[src/sv/mpdp_pkg.sv]
// Package for the multi-pin debounce unit: shared types and constants.
// No dependencies.
package mpdp_pkg;

    localparam int unsigned FIELD_W = 32;
    localparam int unsigned CNT_W = 4;
    localparam int unsigned APIN_W = 6;
    localparam int unsigned CFG_IDX_W = 2;
    localparam logic [CNT_W-1:0] CNT_MAX = 4'd15;
    localparam logic [CNT_W-1:0] FILTER_RESET = 4'd5;

    typedef enum logic [CFG_IDX_W-1:0] {
        REG_ACTIVE_PINS = 2'd0,
        REG_INVERT_MASK = 2'd1,
        REG_FILTER_COUNT = 2'd2
    } cfg_reg_t;

    typedef struct packed {
        logic step;
        logic clear_all;
        logic [CNT_W-1:0] filter_count;
    } lane_ctrl_t;

endpackage

[src/sv/mpdp_lane.sv]
// One debounce lane: the change counter of a single pin and its flip decision.
// Depends on mpdp_pkg.
module mpdp_lane
    import mpdp_pkg::*;
(
    input  logic       aclk,
    input  logic       aresetn,
    input  lane_ctrl_t ctrl,
    input  logic       active,
    input  logic       differ,
    output logic       flip
);

    logic [CNT_W-1:0] cnt_reg;
    logic [CNT_W-1:0] cnt_next;
    logic [CNT_W-1:0] cnt_inc;

    always_comb begin
        cnt_next = cnt_reg;
        flip = 1'b0;
        cnt_inc = (cnt_reg == CNT_MAX) ? cnt_reg : cnt_reg + 4'd1;
        if (ctrl.step) begin
            if (ctrl.clear_all) begin
                cnt_next = '0;
            end else if (active) begin
                if (!differ) begin
                    cnt_next = '0;
                end else if (cnt_inc >= ctrl.filter_count) begin
                    flip = 1'b1;
                    cnt_next = '0;
                end else begin
                    cnt_next = cnt_inc;
                end
            end
        end
    end

    always_ff @(posedge aclk) begin
        if (!aresetn) begin
            cnt_reg <= '0;
        end else begin
            cnt_reg <= cnt_next;
        end
    end

endmodule

[src/sv/mpdp_merge.sv]
// Merge stage: combines the lane flips into the next stable state and
// forms the 32-bit result fields. Depends on mpdp_pkg.
module mpdp_merge
    import mpdp_pkg::*;
#(
    parameter int unsigned PINS = 32
) (
    input  logic [PINS-1:0]    stable,
    input  logic [PINS-1:0]    flips,
    input  lane_ctrl_t         ctrl,
    input  logic [FIELD_W-1:0] invert_mask,
    output logic [PINS-1:0]    stable_next,
    output logic [FIELD_W-1:0] stable_levels,
    output logic [FIELD_W-1:0] logical_levels
);

    localparam int unsigned OUT_PINS = (PINS < FIELD_W) ? PINS : FIELD_W;

    always_comb begin
        stable_next = stable;
        if (ctrl.step && !ctrl.clear_all) begin
            stable_next = stable ^ flips;
        end
        stable_levels = '0;
        for (int j = 0; j < OUT_PINS; j++) begin
            stable_levels[j] = stable_next[j];
        end
        logical_levels = stable_levels ^ invert_mask;
    end

endmodule

[src/sv/multi_pin_debounce_with_polarity_unit.sv]
// Multi-pin debounce unit with per-pin polarity: top level.
// Each result is registered on acceptance and shows the next cycle.
// Throughput: one item per cycle unless the output stalls; parallel lanes
// filter all pins. An output register decouples the sides, so a new item is
// taken while the last result is being read. Reset clears the stable state,
// counters and registers (filter count to five); no clearing pass is needed.
module multi_pin_debounce_with_polarity_unit
    import mpdp_pkg::*;
#(
    parameter int unsigned PINS = 32
) (
    input  logic                 aclk,
    input  logic                 aresetn,
    input  logic                 cfg_wr_en,
    input  logic [CFG_IDX_W-1:0] cfg_index,
    input  logic [FIELD_W-1:0]   cfg_wdata,
    input  logic                 s_valid,
    output logic                 s_ready,
    input  logic [FIELD_W-1:0]   s_raw_levels,
    output logic                 m_valid,
    input  logic                 m_ready,
    output logic [FIELD_W-1:0]   m_stable_levels,
    output logic [FIELD_W-1:0]   m_logical_levels
);

    localparam int unsigned IN_PINS = (PINS < FIELD_W) ? PINS : FIELD_W;

    logic [APIN_W-1:0]  active_pins_reg;
    logic [FIELD_W-1:0] invert_mask_reg;
    logic [CNT_W-1:0]   filter_count_reg;
    logic [PINS-1:0]    stable_reg;
    logic [PINS-1:0]    stable_next;
    logic               m_valid_reg;
    logic [FIELD_W-1:0] m_stable_reg;
    logic [FIELD_W-1:0] m_logical_reg;

    logic [PINS-1:0]    sample;
    logic [PINS-1:0]    act;
    logic [PINS-1:0]    diff;
    logic [PINS-1:0]    flips;
    logic [FIELD_W-1:0] stable_levels;
    logic [FIELD_W-1:0] logical_levels;
    logic               accept;
    lane_ctrl_t         ctrl;

    assign s_ready = !m_valid_reg || m_ready;
    assign accept = s_valid && s_ready;

    always_comb begin
        sample = '0;
        for (int j = 0; j < IN_PINS; j++) begin
            sample[j] = s_raw_levels[j];
        end
        for (int j = 0; j < PINS; j++) begin
            act[j] = (7'(j) < {1'b0, active_pins_reg});
        end
        diff = (sample ^ stable_reg) & act;
        ctrl.step = accept && (active_pins_reg != '0);
        ctrl.clear_all = (diff == '0);
        ctrl.filter_count = filter_count_reg;
    end

    for (genvar g = 0; g < PINS; g++) begin : g_lane
        mpdp_lane u_lane (
            .aclk    (aclk),
            .aresetn (aresetn),
            .ctrl    (ctrl),
            .active  (act[g]),
            .differ  (diff[g]),
            .flip    (flips[g])
        );
    end

    mpdp_merge #(
        .PINS (PINS)
    ) u_merge (
        .stable         (stable_reg),
        .flips          (flips),
        .ctrl           (ctrl),
        .invert_mask    (invert_mask_reg),
        .stable_next    (stable_next),
        .stable_levels  (stable_levels),
        .logical_levels (logical_levels)
    );

    always_ff @(posedge aclk) begin
        if (!aresetn) begin
            active_pins_reg <= '0;
            invert_mask_reg <= '0;
            filter_count_reg <= FILTER_RESET;
        end else if (cfg_wr_en) begin
            case (cfg_index)
                REG_ACTIVE_PINS: active_pins_reg <= cfg_wdata[APIN_W-1:0];
                REG_INVERT_MASK: invert_mask_reg <= cfg_wdata;
                REG_FILTER_COUNT: filter_count_reg <= cfg_wdata[CNT_W-1:0];
                default: ;
            endcase
        end
    end

    always_ff @(posedge aclk) begin
        if (!aresetn) begin
            stable_reg <= '0;
            m_valid_reg <= 1'b0;
        end else begin
            if (accept) begin
                stable_reg <= stable_next;
                m_valid_reg <= 1'b1;
            end else if (m_ready) begin
                m_valid_reg <= 1'b0;
            end
        end
    end

    always_ff @(posedge aclk) begin
        if (accept) begin
            m_stable_reg <= stable_levels;
            m_logical_reg <= logical_levels;
        end
    end

    assign m_valid = m_valid_reg;
    assign m_stable_levels = m_stable_reg;
    assign m_logical_levels = m_logical_reg;

endmodule

[config.mk]
export PLATFORM = sky130hd
export DESIGN_NAME = multi_pin_debounce_with_polarity_unit
export DESIGN_NICKNAME = d
export VERILOG_FILES = /design/src/sv/mpdp_pkg.sv /design/src/sv/mpdp_lane.sv /design/src/sv/mpdp_merge.sv /design/src/sv/multi_pin_debounce_with_polarity_unit.sv
export SDC_FILE = /design/constraint.sdc
export NUM_CORES = 1
export LEC_CHECK = 0
export BUFFER_PORTS_ARGS = -buffer_cell sky130_fd_sc_hd__buf_4
export CORE_MARGIN = 4
export CORE_UTILIZATION = 43
export CTS_CLUSTER_DIAMETER = 100
export DETAILED_ROUTE_END_ITERATION = 12
export HOLD_SLACK_MARGIN = 0.1
export PLACE_DENSITY = 0.68
export SLEW_MARGIN = 20
export SYNTH_ARGS = -nofsm -noshare
export SYNTH_HDL_FRONTEND = slang
export SYNTH_HIERARCHICAL = 1
export SYNTH_SLANG_ARGS = --single-unit
[constraint.sdc]
create_clock -name aclk -period 8.8 [get_ports aclk]
set_input_delay 0.88 -clock aclk [delete_from_list [all_inputs] [get_ports aclk]]
set_output_delay 0.88 -clock aclk [all_outputs]
set_load 0.005 [all_outputs]
==> flow_metrics.py, run 1 <==
metrics = {
    "cts": {
        "cts_hold_buf": 0,
        "post_cts_resized": 0,
        "cts_tree": "done",
        "clockBufferDepth": 3,
        "h-tree-depth": 2,
        "cts_setup_buffers": 0,
        "path_clk_slew_ns": 0.06,
        "cts_made_buffers": 34,
        "root_buffer": "clkbuf_16",
        "cts.sinks": 267,
        "clk_latency_ns": 0.54,
    },
    "logic_synthesis": {
        "synth-adder-area-share": 0.108,
        "synth-edff-count": 64,
        "muxShareOfSynthArea": 0.0222,
        "synth-xor-area-share": 0.0759,
        "synth_compound_area_frac": 0.156,
        "synth_top_family_by_area": "simple AND/OR/NAND/NOR gates",
        "synth_area_sq_um": 18500,
        "syn_area_per_cell_sq_um": 8.73,
        "synthArstFlopShare": 0,
        "yosysWarnings": 6,
        "synthSimpleGateAreaFrac": 0.261,
        "ys.flop_type": "dfxtp_1",
        "yosysSeqAreaShare": 0.324,
        "syn-num-nets": 2346,
        "ys_types": 49,
        "synth_seq_cells": 267,
        "syn_inst": 2115,
    },
    "sta": {
        "hold_violations": 0,
        "slew_headroom": 0.293,
        "rsz0062_at_grt": "no",
        "finalMaxSlewViolations": 0,
        "finalCriticalPeriod_ns": 4.05,
        "final-setup-viol-count": 0,
        "skew_ns": 0.0194,
        "fin_setup_tns_ns": 0,
        "max_freq_mhz": 247,
        "tightest_slew_ns": 1.06,
        "finalCritPeriodShare": 0.460,
    },
    "routing": {
        "drt-initial-drc-count": 986,
        "vias_per_cell": 5.53,
        "num_vias": 15400,
        "first_pass_iters": 6,
        "routed_wl_um": 47500,
        "wl_per_cell_um": 17.0,
        "detail-route-antenna-nets": 0,
        "drc": 0,
    },
    "final_layout": {
        "final_cell_mix": "nand2_1 (314), dfxtp_1 (200), and2_1 (164)",
        "final_layout_size_suffix_gt1_frac": 0.153,
        "diodes": 0,
        "fill_cells": 3930,
        "register_area_sq_um": 5990,
        "fin_nets": 2458,
        "syn_to_final_growth_pct": 13.8,
        "multiInputGateArea_sq_um": 11500,
        "layout_commonest_cell": "nand2_1",
        "largest_reg_flops": 128,
    },
    "critical_path": {
        "endpoint_kind": "flop",
        "worstSetupPathType": "flop to flop",
        "crit_required_ns": 9.26,
        "cp_max_fo": 50,
        "startpoint": "active_pins_reg[5]$_SDFFE_PN0P_",
        "cp.arrival_ns": 4.51,
        "r2r_start": "active_pins_reg[5]$_SDFFE_PN0P_",
        "critPathLaunchType": "flop",
    },
    "placement": {
        "dp_hpwl_um": 32900,
        "port_buffers": 136,
        "gp_congestion": 0.836,
    },
    "worst_hold_path": {
        "hold_path.class": "flop to flop",
        "min-delay-start": "invert_mask_reg[5]$_SDFFE_PN0P_",
    },
    "pwr": {
        "internal-power_mw": 2.31,
        "p_sw_frac": 0.239,
        "p_switching_mw": 0.726,
        "p_clk_frac": 0.484,
        "share_seq_of_total_power": 0.428,
        "p_per_area_nw_per_um2": 145,
        "total_power_mw": 3.04,
        "comb_power_share": 0.088,
        "leakage_nw": 8.78,
        "peakVddDrop_uv": 98.4,
    },
    "die": {
        "pin_count": 137,
        "core_area_sq_um": 42200,
        "fp.dieH_um": 215,
        "die_area_sq_um": 46300,
        "start_util": 0.437,
        "rows": 75,
        "die_x_um": 215,
    },
    "global_route": {
        "grt_pass1_vias": 15200,
        "grt_overflow": 0,
        "grt_first_pass_wirelength_um": 76700,
        "grtUsageTotal": 0.200,
        "grt_max_degree": 111,
        "antenna_found_initial": 0,
    },
    "run": {
        "max_cap_violations": 0,
    },
    "outcome": {
        "status": "finished clean",
    },
}
-- cell families (layout without fill, tap and decap cells) --
kind of cell | Yosys count | after routing
AOI/OAI and AO/OA | 430 | 430
xor gates and xnor gates | 160 | 160
adders and majority gates | 160 | 160
buffers and inverters | 211 | 347
DFF | 267 | 267
muxes | 41 | 41
and+or+nand+nor | 846 | 846
-- cell type report --
cell class	count	share of cell area
Multi-Input combinational cell	1637	0.549
Sequential cell	267	0.285
Timing Repair Buffer	145	0.0518
Clock buffer	48	0.0473
Tap cell	539	0.0321
Inverter	142	0.0255
Clock inverter	12	0.00881
-- metal layers --
layer	part of all wire	vias up	GRT usage	wire length [um]
met1	0.44	7313	0.255	21100
met5	0	-	0	0
met2	0.47	407	0.340	22300
met4	0.031	0	0.0698	1480
met3	0.055	108	0.0387	2600
li1	-	7609	-	-
-- path summary, 6_finish.rpt --
kind	endpoint	slack, ns	cells after the start
setup / recovery	stable_reg[17]$_SDFFE_PN0P_	4.75	12
setup reg to reg	stable_reg[17]$_SDFFE_PN0P_	4.75	12
hold / removal	invert_mask_reg[5]$_SDFFE_PN0P_	0.48	2
hold reg to reg	invert_mask_reg[5]$_SDFFE_PN0P_	0.48	2
-- critical path: stages (launching register included) --
cell and delay, ns:
dfxtp_1 0.49, nor3_2 0.68, a21oi_1 0.28, nor4_1 0.48
nand4_1 0.23, nor4_4 0.32, buf_4 0.47, and4b_1 0.27
and2_1 0.14, nand3b_1 0.19, xnor2_1 0.17, nand2_1 0.06
a21boi_0 0.17
-- per-stage QoR --
stage,util,hold slack (ns),cell area [sq um],setup slack [ns],instances
floorplan,-,0.455,18500,3.95,2115
global placement,0.470,0.456,19800,4.67,2730
detailed placement,0.470,0.472,19800,4.58,2730
CTS,0.498,0.480,21000,4.78,2790
global route,0.498,0.502,21000,4.40,2790
finish,0.498,0.478,21000,4.75,2790
-- cell usage after synthesis (2+ instances only) --
library cell    n  area share
edfxtp_1       64        0.10
nand2_1       315       0.064
mux2i_1        41       0.022
a21oi_1        49       0.013
and4b_1        32       0.017
o31ai_1        64       0.026
xnor2_1       122       0.058
a31oi_1        33       0.011
clkbuf_1       23      0.0047
a211oi_1        6      0.0024
dfxtp_1       203        0.22
inv_1         139       0.028
o21ai_0        75       0.020
nor2b_1         8      0.0027
nor3b_2        65       0.044
buf_6           4      0.0024
ha_1          160        0.11
o211ai_2       32       0.022
nand3_2        32       0.017
o21ai_1        65       0.018
buf_2           7      0.0019
inv_2           3     0.00061
nand3b_1       33       0.013
nand4_1         2     0.00068
nor4_1          4      0.0014
nor2_1        144       0.029
and2_1        164       0.056
nor2_4          2      0.0012
xor2_1         38       0.018
nor3_1          2     0.00054
and2_2          2     0.00081
nand3_1        35      0.0095
a21boi_0       65       0.026
buf_4          34       0.014
o211ai_1       34       0.014
-- power groups by stage --
stage / clock, mW / combinational [mW] / sequential [mW]
floorplan: 0 / 0.143 / 1.32
global placement: 0 / 0.264 / 1.33
detailed placement: 0 / 0.268 / 1.33
CTS: 1.51 / 0.270 / 1.30
global route: 1.56 / 0.292 / 1.30
finish: 1.47 / 0.268 / 1.30
(Power assumes the default switching activity.)
==> run 2: changes to the inputs <==
ABC_AREA = 1   (was not set)
PLACE_DENSITY = 0.7   (was 0.68)
clock period = 3.5 ns   (was 8.8 ns; I/O delays follow)
==> run 2 against run 1 <==
Final area increased by 13%. Final cell count increased by 49%. Utilization decreased by 0.30 points. Sequential power increased to 2.6 times the previous value. Sequential share of layout area decreased by 3.2 points. Via count increased by 28%. Clock skew decreased by 0.0023 ns. Hold slack got worse by 0.34 ns. Largest power group unchanged. Highest routed layer is now met5.
==> flow_metrics.py, run 2 <==
metrics = {
    "logic_synthesis": {
        "yosys-top-cells-count": "nand2_1 (819), nor2_1 (740), inv_1 (615)",
        "synth.most_common_cell": "nand2_1",
        "syn-num-nets": 3585,
        "synth_seq_cells": 267,
        "ys.flop_type": "dfxtp_1",
        "syn_inst": 3354,
        "syn_area_per_cell_sq_um": 6.21,
        "yosysWarnings": 6,
        "synthArstFlopShare": 0,
        "synth_area_sq_um": 20800,
        "yosysTopAreaCellShare": 0.195,
        "yosysSeqAreaShare": 0.287,
        "ys_types": 31,
        "synth-edff-count": 64,
        "netlist_top_cells_area": "dfxtp_1 (20%), nand2_1 (15%), nor2_1 (13%)",
        "synth_largest_area_cell": "dfxtp_1",
    },
    "global_route": {
        "grt_max_degree": 69,
        "grt_first_pass_wirelength_um": 89100,
        "grt_overflow": 0,
        "antenna_found_initial": 2,
        "grtUsageTotal": 0.204,
        "grt_pass1_vias": 18000,
    },
    "routing": {
        "detail-route-antenna-nets": 0,
        "vias_per_cell": 4.77,
        "first_pass_iters": 6,
        "num_vias": 19800,
        "drc": 0,
        "routed_wl_um": 54000,
        "wl_per_cell_um": 13.0,
        "drt-initial-drc-count": 1481,
    },
    "sta": {
        "hold_violations": 0,
        "slew_headroom": 0.309,
        "max_freq_mhz": 322,
        "rsz0062_at_grt": "no",
        "finalMaxSlewViolations": 0,
        "finalCritPeriodShare": 0.887,
        "final-setup-viol-count": 0,
        "skew_ns": 0.0171,
        "finalCriticalPeriod_ns": 3.10,
        "tightest_slew_ns": 1.04,
        "whs_ns": 0.134,
        "fin_setup_tns_ns": 0,
    },
    "placement": {
        "dpl-instance-area_sq_um": 22400,
        "port_buffers": 136,
        "dp_hpwl_um": 40100,
        "gp_congestion": 0.948,
    },
    "die": {
        "start_util": 0.435,
        "die_area_sq_um": 52000,
        "pin_count": 137,
        "fp.dieH_um": 228,
        "core_area_sq_um": 47800,
        "rows": 80,
        "die_x_um": 228,
    },
    "final_layout": {
        "diodes": 0,
        "final_layout_size_suffix_gt1_frac": 0.0912,
        "fin_util": 0.495,
        "layout_commonest_cell": "nand2_1",
        "largest_reg_flops": 128,
        "final_cell_mix": "nand2_1 (818), nor2_1 (739), inv_1 (613)",
        "fin_area_sq_um": 23700,
        "fin_nets": 3738,
        "syn_to_final_growth_pct": 13.6,
    },
    "cts": {
        "root_buffer": "clkbuf_16",
        "cts_setup_buffers": 0,
        "clk_latency_ns": 0.54,
        "cts.sinks": 267,
        "cts_made_buffers": 34,
        "h-tree-depth": 2,
        "clockBufferDepth": 3,
        "path_clk_slew_ns": 0.06,
        "cts_tree": "done",
    },
    "run": {
        "max_cap_violations": 0,
    },
    "critical_path": {
        "cp.arrival_ns": 3.58,
        "endpoint_kind": "flop",
        "worstSetupPathType": "flop to flop",
        "critPathLaunchType": "flop",
        "cp_max_fo": 30,
        "crit_required_ns": 3.97,
    },
    "pwr": {
        "total_power_mw": 8.06,
        "leakage_nw": 11.9,
        "peakVddDrop_uv": 237,
        "p_per_area_nw_per_um2": 340,
    },
    "worst_hold_path": {
        "hold_path.class": "primary input to flop",
    },
    "outcome": {
        "status": "finished clean",
    },
}
-- run 2: metrics by stage --
stage / cells / worst slack (ns)
2_1_floorplan: 3354 / 0.0496
3_3_place_gp: 4061 / 0.415
3_5_place_dp: 4061 / 0.445
4_1_cts: 4147 / 0.437
5_1_grt: 4147 / 0.138
6_report: 4147 / 0.397
-- run 2: worst paths after layout --
check,start,to,slack [ns],depth (start not counted)
hold reg to reg,invert_mask_reg[1]$_SDFFE_PN0P_,invert_mask_reg[1]$_SDFFE_PN0P_,0.50,2
hold / removal,cfg_wdata[3],filter_count_reg[3]$_SDFFE_PN0P_,0.13,3
setup / recovery,active_pins_reg[5]$_SDFFE_PN0P_,stable_reg[16]$_SDFFE_PN0P_,0.40,18
setup reg to reg,active_pins_reg[5]$_SDFFE_PN0P_,stable_reg[16]$_SDFFE_PN0P_,0.40,18
-- run 2: power breakdown --
part | total (mW) | leakage [nW] | internal (mW) | switching [mW]
registers | 3.38 | 2.29 | 3.30 | 0.0872
clock network | 3.41 | 0.523 | 2.01 | 1.40
logic | 1.26 | 9.06 | 0.448 | 0.815
-- run 2: timing repair --
action	4_1_cts	5_1_grt
hold buffers	25	0
endpoints found under the setup margin	0	0
resized for setup	0	0
endpoints found under the hold margin	26	0
-- run 2: cell type report --
type | instances | area, sq um
tap | 615 | 769
timing repair buffer | 185 | 1490
clock inverter | 17 | 140
multi-input combinational | 2399 | 12000
clock buffer | 44 | 920
fill | 4841 | 24200
sequential | 267 | 5990
inverter | 620 | 2340
-- run 2: kinds of logic (layout without fill, tap and decap cells) --
logic type,count (synthesis),in the layout,synth area share
flops,267,267,0.287
buf+inv,688,866,0.136
compound gates,165,165,0.0438
xor+xnor,21,21,0.00883
fa+ha+maj,160,160,0.0961
simple gates,2053,2053,0.428
-- run 2: worst max-delay path: stages (launching register included) --
cell     delay, ns
dfxtp_1       0.41
nor2_4        0.35
inv_1         0.27
nand3_1       0.25
nand3_1       0.10
nor2_1        0.14
nand3_1       0.13
nor2_4        0.15
buf_4         0.34
inv_1         0.07
nand2_1       0.11
nor2_4        0.05
nand2_1       0.11
inv_1         0.07
nand3_1       0.08
nand2_1       0.08
nand2_2       0.09
o21ai_0       0.09
a21oi_1       0.15
-- run 2: routing by layer --
| layer | up-vias | part of all wire | global-route usage |
|---|---|---|---|
| met2 | 480 | 0.46 | 0.344 |
| li1 | 10600 | - | - |
| met1 | 8639 | 0.46 | 0.273 |
| met5 | - | 0.00024 | 0 |
| met3 | 70 | 0.061 | 0.0312 |
| met4 | 2 | 0.021 | 0.0574 |
